<file path="config.mk">
export PLATFORM = sky130hd
export DESIGN_NAME = srma_ctrl
export DESIGN_NICKNAME = d
export VERILOG_FILES = /design/src/rtl/core/srma_pkg.sv /design/src/rtl/core/srma_ctrl.sv
export SDC_FILE = /design/constraint.sdc
export NUM_CORES = 1
export LEC_CHECK = 0
export BUFFER_PORTS_ARGS = -buffer_cell sky130_fd_sc_hd__buf_2
export CORE_AREA = 2 2 39 41
export DETAILED_ROUTE_END_ITERATION = 12
export DIE_AREA = 0 0 41 43
export SYNTH_ARGS = -nofsm -noshare
export SYNTH_HDL_FRONTEND = slang
export SYNTH_SLANG_ARGS = --single-unit
export TNS_END_PERCENT = 5
</file>
<file path="constraint.sdc">
create_clock -name clk -period 1 [get_ports clk]
set_input_delay 0.15 -clock clk [delete_from_list [all_inputs] [get_ports clk]]
set_output_delay 0.15 -clock clk [all_outputs]
set_load 0.005 [all_outputs]
</file>
<file path="src/rtl/core/srma_pkg.sv">
// package: controller states and controller/datapath command and status types
`timescale 1ns / 1ps

package srma_pkg;

  typedef enum logic [1:0] {
    ST_IDLE,
    ST_LOOKUP,
    ST_ACC,
    ST_EMIT
  } state_t;

  localparam int unsigned COL_W = 31;
  localparam int unsigned VAL_W = 32;

  typedef struct packed {
    logic accept_add;
    logic accept_empty;
    logic lookup_read;
    logic insert;
    logic set_ovf;
    logic acc_write;
    logic emit_issue;
    logic row_clear;
  } cmd_t;

  typedef struct packed {
    logic hit;
    logic full;
    logic count_zero;
    logic emit_last;
  } status_t;

endpackage

</file>
<file path="src/rtl/core/srma_ctrl.sv">
// controller: sequences add lookups, accumulation and row emission
`timescale 1ns / 1ps

module srma_ctrl (
  input  logic              clk,
  input  logic              rst,
  input  logic              start,
  input  logic              opcode,
  input  srma_pkg::status_t status,
  output logic              busy,
  output srma_pkg::cmd_t    cmd
);

  srma_pkg::state_t state, state_next;

  always_ff @(posedge clk) begin
    if (rst) begin
      state <= srma_pkg::ST_IDLE;
    end else begin
      state <= state_next;
    end
  end

  always_comb begin
    state_next = state;
    case (state)
      srma_pkg::ST_IDLE: begin
        if (start) begin
          if (!opcode) begin
            state_next = srma_pkg::ST_LOOKUP;
          end else if (!status.count_zero) begin
            state_next = srma_pkg::ST_EMIT;
          end
        end
      end
      srma_pkg::ST_LOOKUP: begin
        state_next = status.hit ? srma_pkg::ST_ACC : srma_pkg::ST_IDLE;
      end
      srma_pkg::ST_ACC: begin
        state_next = srma_pkg::ST_IDLE;
      end
      srma_pkg::ST_EMIT: begin
        if (status.emit_last) begin
          state_next = srma_pkg::ST_IDLE;
        end
      end
      default: begin
        state_next = srma_pkg::ST_IDLE;
      end
    endcase
  end

  always_comb begin
    cmd  = '0;
    busy = 1'b1;
    case (state)
      srma_pkg::ST_IDLE: begin
        busy             = 1'b0;
        cmd.accept_add   = start && !opcode;
        cmd.accept_empty = start && opcode && status.count_zero;
      end
      srma_pkg::ST_LOOKUP: begin
        cmd.lookup_read = status.hit;
        cmd.insert      = !status.hit && !status.full;
        cmd.set_ovf     = !status.hit && status.full;
      end
      srma_pkg::ST_ACC: begin
        cmd.acc_write = 1'b1;
      end
      srma_pkg::ST_EMIT: begin
        cmd.emit_issue = 1'b1;
        cmd.row_clear  = status.emit_last;
      end
      default: begin
        cmd = '0;
      end
    endcase
  end

endmodule

</file>
# [Word-level counts from Yosys, hierarchy flattened]
# Cells that the tools add are included.
[op_classes] eq_ne=6 muxes=11 n_reduce_logical=10
[ops] cell="2-bit 2-to-1 mux" n=7
[ops] cell="2-bit case mux with 4 select lines" n=1
[ops] cell="1-bit logical AND" n=5
[ops] cell="2-bit equality test, second input constant" n=2
[ops] cell="2-bit != test, second input constant" n=2
[ops] cell="1-bit zero test" n=3
[ops] cell="3-bit 2-to-1 mux" n=1
[ops] cell="3-bit != test, second input constant" n=1
[ops] cell="3-bit AND reduction" n=1
[ops] cell="2-bit by 1-bit equality test with 1-bit output, second input constant" n=1
[ops] cell="2-bit zero test" n=1
[ops] cell="1-bit 2-to-1 mux" n=2
[totals] ff_bits=2 inputBits=8 output_inout_bits=9

# [Longest topological paths before layout]
[depth] ltp_word=4 mapped_depth=3

# [Worst setup path after synthesis]
# OpenSTA, ideal clock, no wires.
[synth_timing] path_type="flip-flop to flip-flop" from="register state[0]" to="register state[1]" arrival_time_ns=0.851 path_slack_ns=0.062 path_stages_with_launch=4 n_path_buf=0 synth_period_minus_slack_ns=0.938 path_cell_list="dfxtp_1 mux2i_1 or2_0 a221oi_2"
[synth_via] elab_chain_len=3 elab_cells_between_ends=9 cone_classes="6 x eq/ne; 1 x mux; 2 x reduce/logical"
[synth_rtl] element="start: declaration" line_no="srma_ctrl.sv:14" text="srma_pkg::state_t state, state_next;"
[synth_rtl] element="start signal: assignment" line_no="srma_ctrl.sv:18" text="state <= srma_pkg::ST_IDLE;"
[synth_rtl] element="start signal: assignment" line_no="srma_ctrl.sv:20" text="state <= state_next;"
[synth_rtl] element="2-bit equality test or 2-bit zero test (tied branches)" line_no="srma_ctrl.sv:26" text="case (state)"
[synth_rtl] element="2-bit != test (no line) or 3-bit != test (tied branches)"
[synth_rtl] element="3-bit AND reduction (no line)"
# Several ways; a longest one is shown, not always the timed one.
# A chain may end at the register's enable or synchronous reset.

==> summary.log <==
INFO  floorplan      core_region_area=0.00138mm^2
INFO  synth          synthDominantCellAreaShare=24.8%
INFO  placed_design  placedCellCount=56
INFO  sta            layout_min_cycle_time=1.14ns
INFO  global_routing grt_antenna_before_repair=0
INFO  pwr            vdd_ir_drop_max=0.227mV
INFO  cells_and_area nets=54
INFO  sta            final.hold.worst_slack=0.100ns
INFO  sta            final.setup_skew=0.00130ns
INFO  sta            setup_violations=9
INFO  run_status     violations=negative setup slack
INFO  cts            path_clk_slew=0.03ns
INFO  cells_and_area area.growth.synth_to_final=112%
INFO  cts            deepest_clock_path_buffer_count=2
INFO  synth          post_synth_inst_count=21
INFO  synth          async_flop_share=0%
INFO  synth          syn_area=161um^2
INFO  sta            slew_viol_final=0
INFO  synth          post_synth_main_area_contributors=dfxtp_1 25%, a221oi_2 9.3%, nand2_1 7.0%
INFO  critical_path  worstSetupPathType=register to primary output
INFO  route          wl_per_cell=8.08um
INFO  synth          synthTopCellsByCount=3 x nand2_1, 3 x nor2_1, 2 x dfxtp_1
INFO  cts            cts_hold_buffers=0
INFO  min_path       holdCritPathClass=input port to register
INFO  cts            htree_num_levels=1
INFO  floorplan      std_cell_rows=14
INFO  route          detailroute.wirelength.met3=34um
INFO  sta            max_freq=0.880GHz
INFO  route          ant_nets=0
INFO  global_routing global_route.overflow_total=0
INFO  cts            clkSinkCount=2
INFO  route          first_iter_violations=1
INFO  global_routing grt_max_degree=8
INFO  cts            clk_latency=0.22ns
INFO  cells_and_area final-seq-area=47.5um^2
INFO  global_routing grt_use_total=6.41%
INFO  synth          count_of_flip_flops_with_a_built_in_enable_after_synthesis=0
INFO  sta            final_report_hold_violation_count=0
INFO  critical_path  worstSetupEndpointType=primary output
INFO  global_routing grt_pass1_wl=731um
INFO  global_routing first_global_vias=219
INFO  cells_and_area multi_input_comb_area=134um^2
INFO  sta            rsz0062_at_grt=yes
INFO  pwr            leakagePower=0.188nW
INFO  critical_path  path_max_fanout=7
INFO  synth          synth-main-ff-cell=dfxtp_1
INFO  job            maxCapViolCount=0
INFO  cells_and_area insertedDiodeCount=0
INFO  placed_design  gp_routability_congestion=0.587
INFO  route          dr_total_vias=233
INFO  floorplan      initial_core_util=11.7%
INFO  critical_path  cp_data_arrival_time=0.99ns
INFO  cells_and_area layout_filler_cell_count=162
INFO  route          met2_length=251um
INFO  sta            setup_slack=-0.137ns
INFO  floorplan      dieArea=0.00176mm^2
INFO  route          detail_route.first_pass.iterations=4
INFO  route          m1WireLength=200um
INFO  cells_and_area registers.top_by_ff_count=state
INFO  floorplan      floorplan.die.height=43um
INFO  route          vias_per_inst=3.88
INFO  sta            max_slew.worst_pin.slew=0.214ns
INFO  synth          synth.largest_area_cell=dfxtp_1
INFO  synth          synth_area_per_cell=7.69um^2
INFO  cells_and_area largest_register_ff_count=2
INFO  route          drc=0
INFO  cells_and_area share_of_final_layout_standard_cells_stronger_than_drive_strength_1=65.9%
INFO  synth          synth.yosys.warnings=0
INFO  synth          synth_fp_nets=29
INFO  floorplan      ioPinCount=17
INFO  synth          ys_types=16
INFO  sta            slew_headroom=85.5%
INFO  cells_and_area largest_registers=state: 2 flops
INFO  route          top_layer_used=met3
INFO  route          finalWirelength=485um
INFO  cts            cts_tree=yes
INFO  cts            clk_root_buffer_cell=clkbuf_4
INFO  pwr            power.density_cell_area=1100mW/mm^2
INFO  critical_path  timing.critical_path.from_type=register
INFO  floorplan      die-width=41um
INFO  placed_design  io_buffer_count=16
INFO  synth          post_synthesis_sequential_area_ratio=24.8%
INFO  cts            cts-buffers-inserted=3
INFO  run_status     status=finished, violations left
INFO  critical_path  crit_required=0.85ns
INFO  cells_and_area final_non_filler_cell_total=60
INFO  synth          ys_ff_latch=2
INFO  sta            timing.final.crit_share=114%
metal layers:
| metal | track usage, % | vias up |
|---|---|---|
| li1 | - | 120 |
| met1 | 6.39 | 103 |
| met2 | 9.06 | 10 |
| met3 | 1.57 | 0 |
| met4 | 8.00 | 0 |
| met5 | 0 | - |
layout make-up:
type,instances,share of cell area (%)
Sequential cell,2,13.9
Multi-Input combinational cell,18,39.2
Inverter,1,1.10
Timing Repair Buffer,20,33.3
Clock buffer,3,6.59
Tap cell,16,5.86
kinds of logic (layout without fill, tap and decap cells):
| kind of cell | after synthesis | count (layout) | synth area share (%) |
|---|---|---|---|
| simple gates | 15 | 15 | 54.3 |
| flops | 2 | 2 | 24.8 |
| compound gates | 2 | 2 | 12.4 |
| mux | 1 | 1 | 6.20 |
| buf+inv | 1 | 24 | 2.32 |
placed cells by master (no fill, tap or decap):
cell type  count
nand3_1        1
buf_6          1
nor4bb_1       1
and2_1         1
nand2b_1       1
and3b_1        1
mux2i_1        1
inv_1          1
and3_1         1
nor2_4         1
buf_2         16
buf_4          3
nand2_2        1
clkbuf_4       3
nor2_1         2
or2_0          1
dfxtp_4        2
nand2_1        2
a221oi_2       1
a21oi_1        1
nor4b_2        1
and2b_1        1
stage by stage:
stage / setup TNS (ns) / power, mW / utilization [%] / setup WS (ns) / instance area (um^2)
CTS: -1.01 / 0.389 / 24.1 / -0.159 / 333
floorplan: 0 / 0.131 / - / 0.0625 / 161
finish: -0.798 / 0.376 / 24.7 / -0.137 / 342
detailed placement: -0.0564 / 0.183 / 20.5 / -0.0288 / 284
global placement: -0.0304 / 0.182 / 20.5 / -0.0165 / 284
global route: -1.27 / 0.407 / 24.7 / -0.211 / 342
where the power goes:
| group | total [mW] | switching (mW) | internal (mW) |
|---|---|---|---|
| sequential | 0.0971 | 0.0122 | 0.0849 |
| clock | 0.178 | 0.0456 | 0.132 |
| combinational | 0.101 | 0.0392 | 0.0617 |
what timing repair did:
item                       in CTS  in global routing
setup endpoints to repair      10                 10
resized for setup               6                  3
pin swaps                       3                  1
buffers inserted                1                  0
critical path: stages (launching register included):
cell and delay, ns:
dfxtp_4 0.36, nor4bb_1 0.25, buf_2 0.16
worst paths after layout:
check                start       end  slack (ns)  cells past startpoint
hold / removal         rst  state[1]        0.10                      2
setup / recovery  state[1]    cmd[3]       -0.14                      2
hold reg to reg   state[1]  state[1]        0.63                      2
setup reg to reg  state[0]  state[1]        0.01                      4
Power figures use the tool's default switching activity.
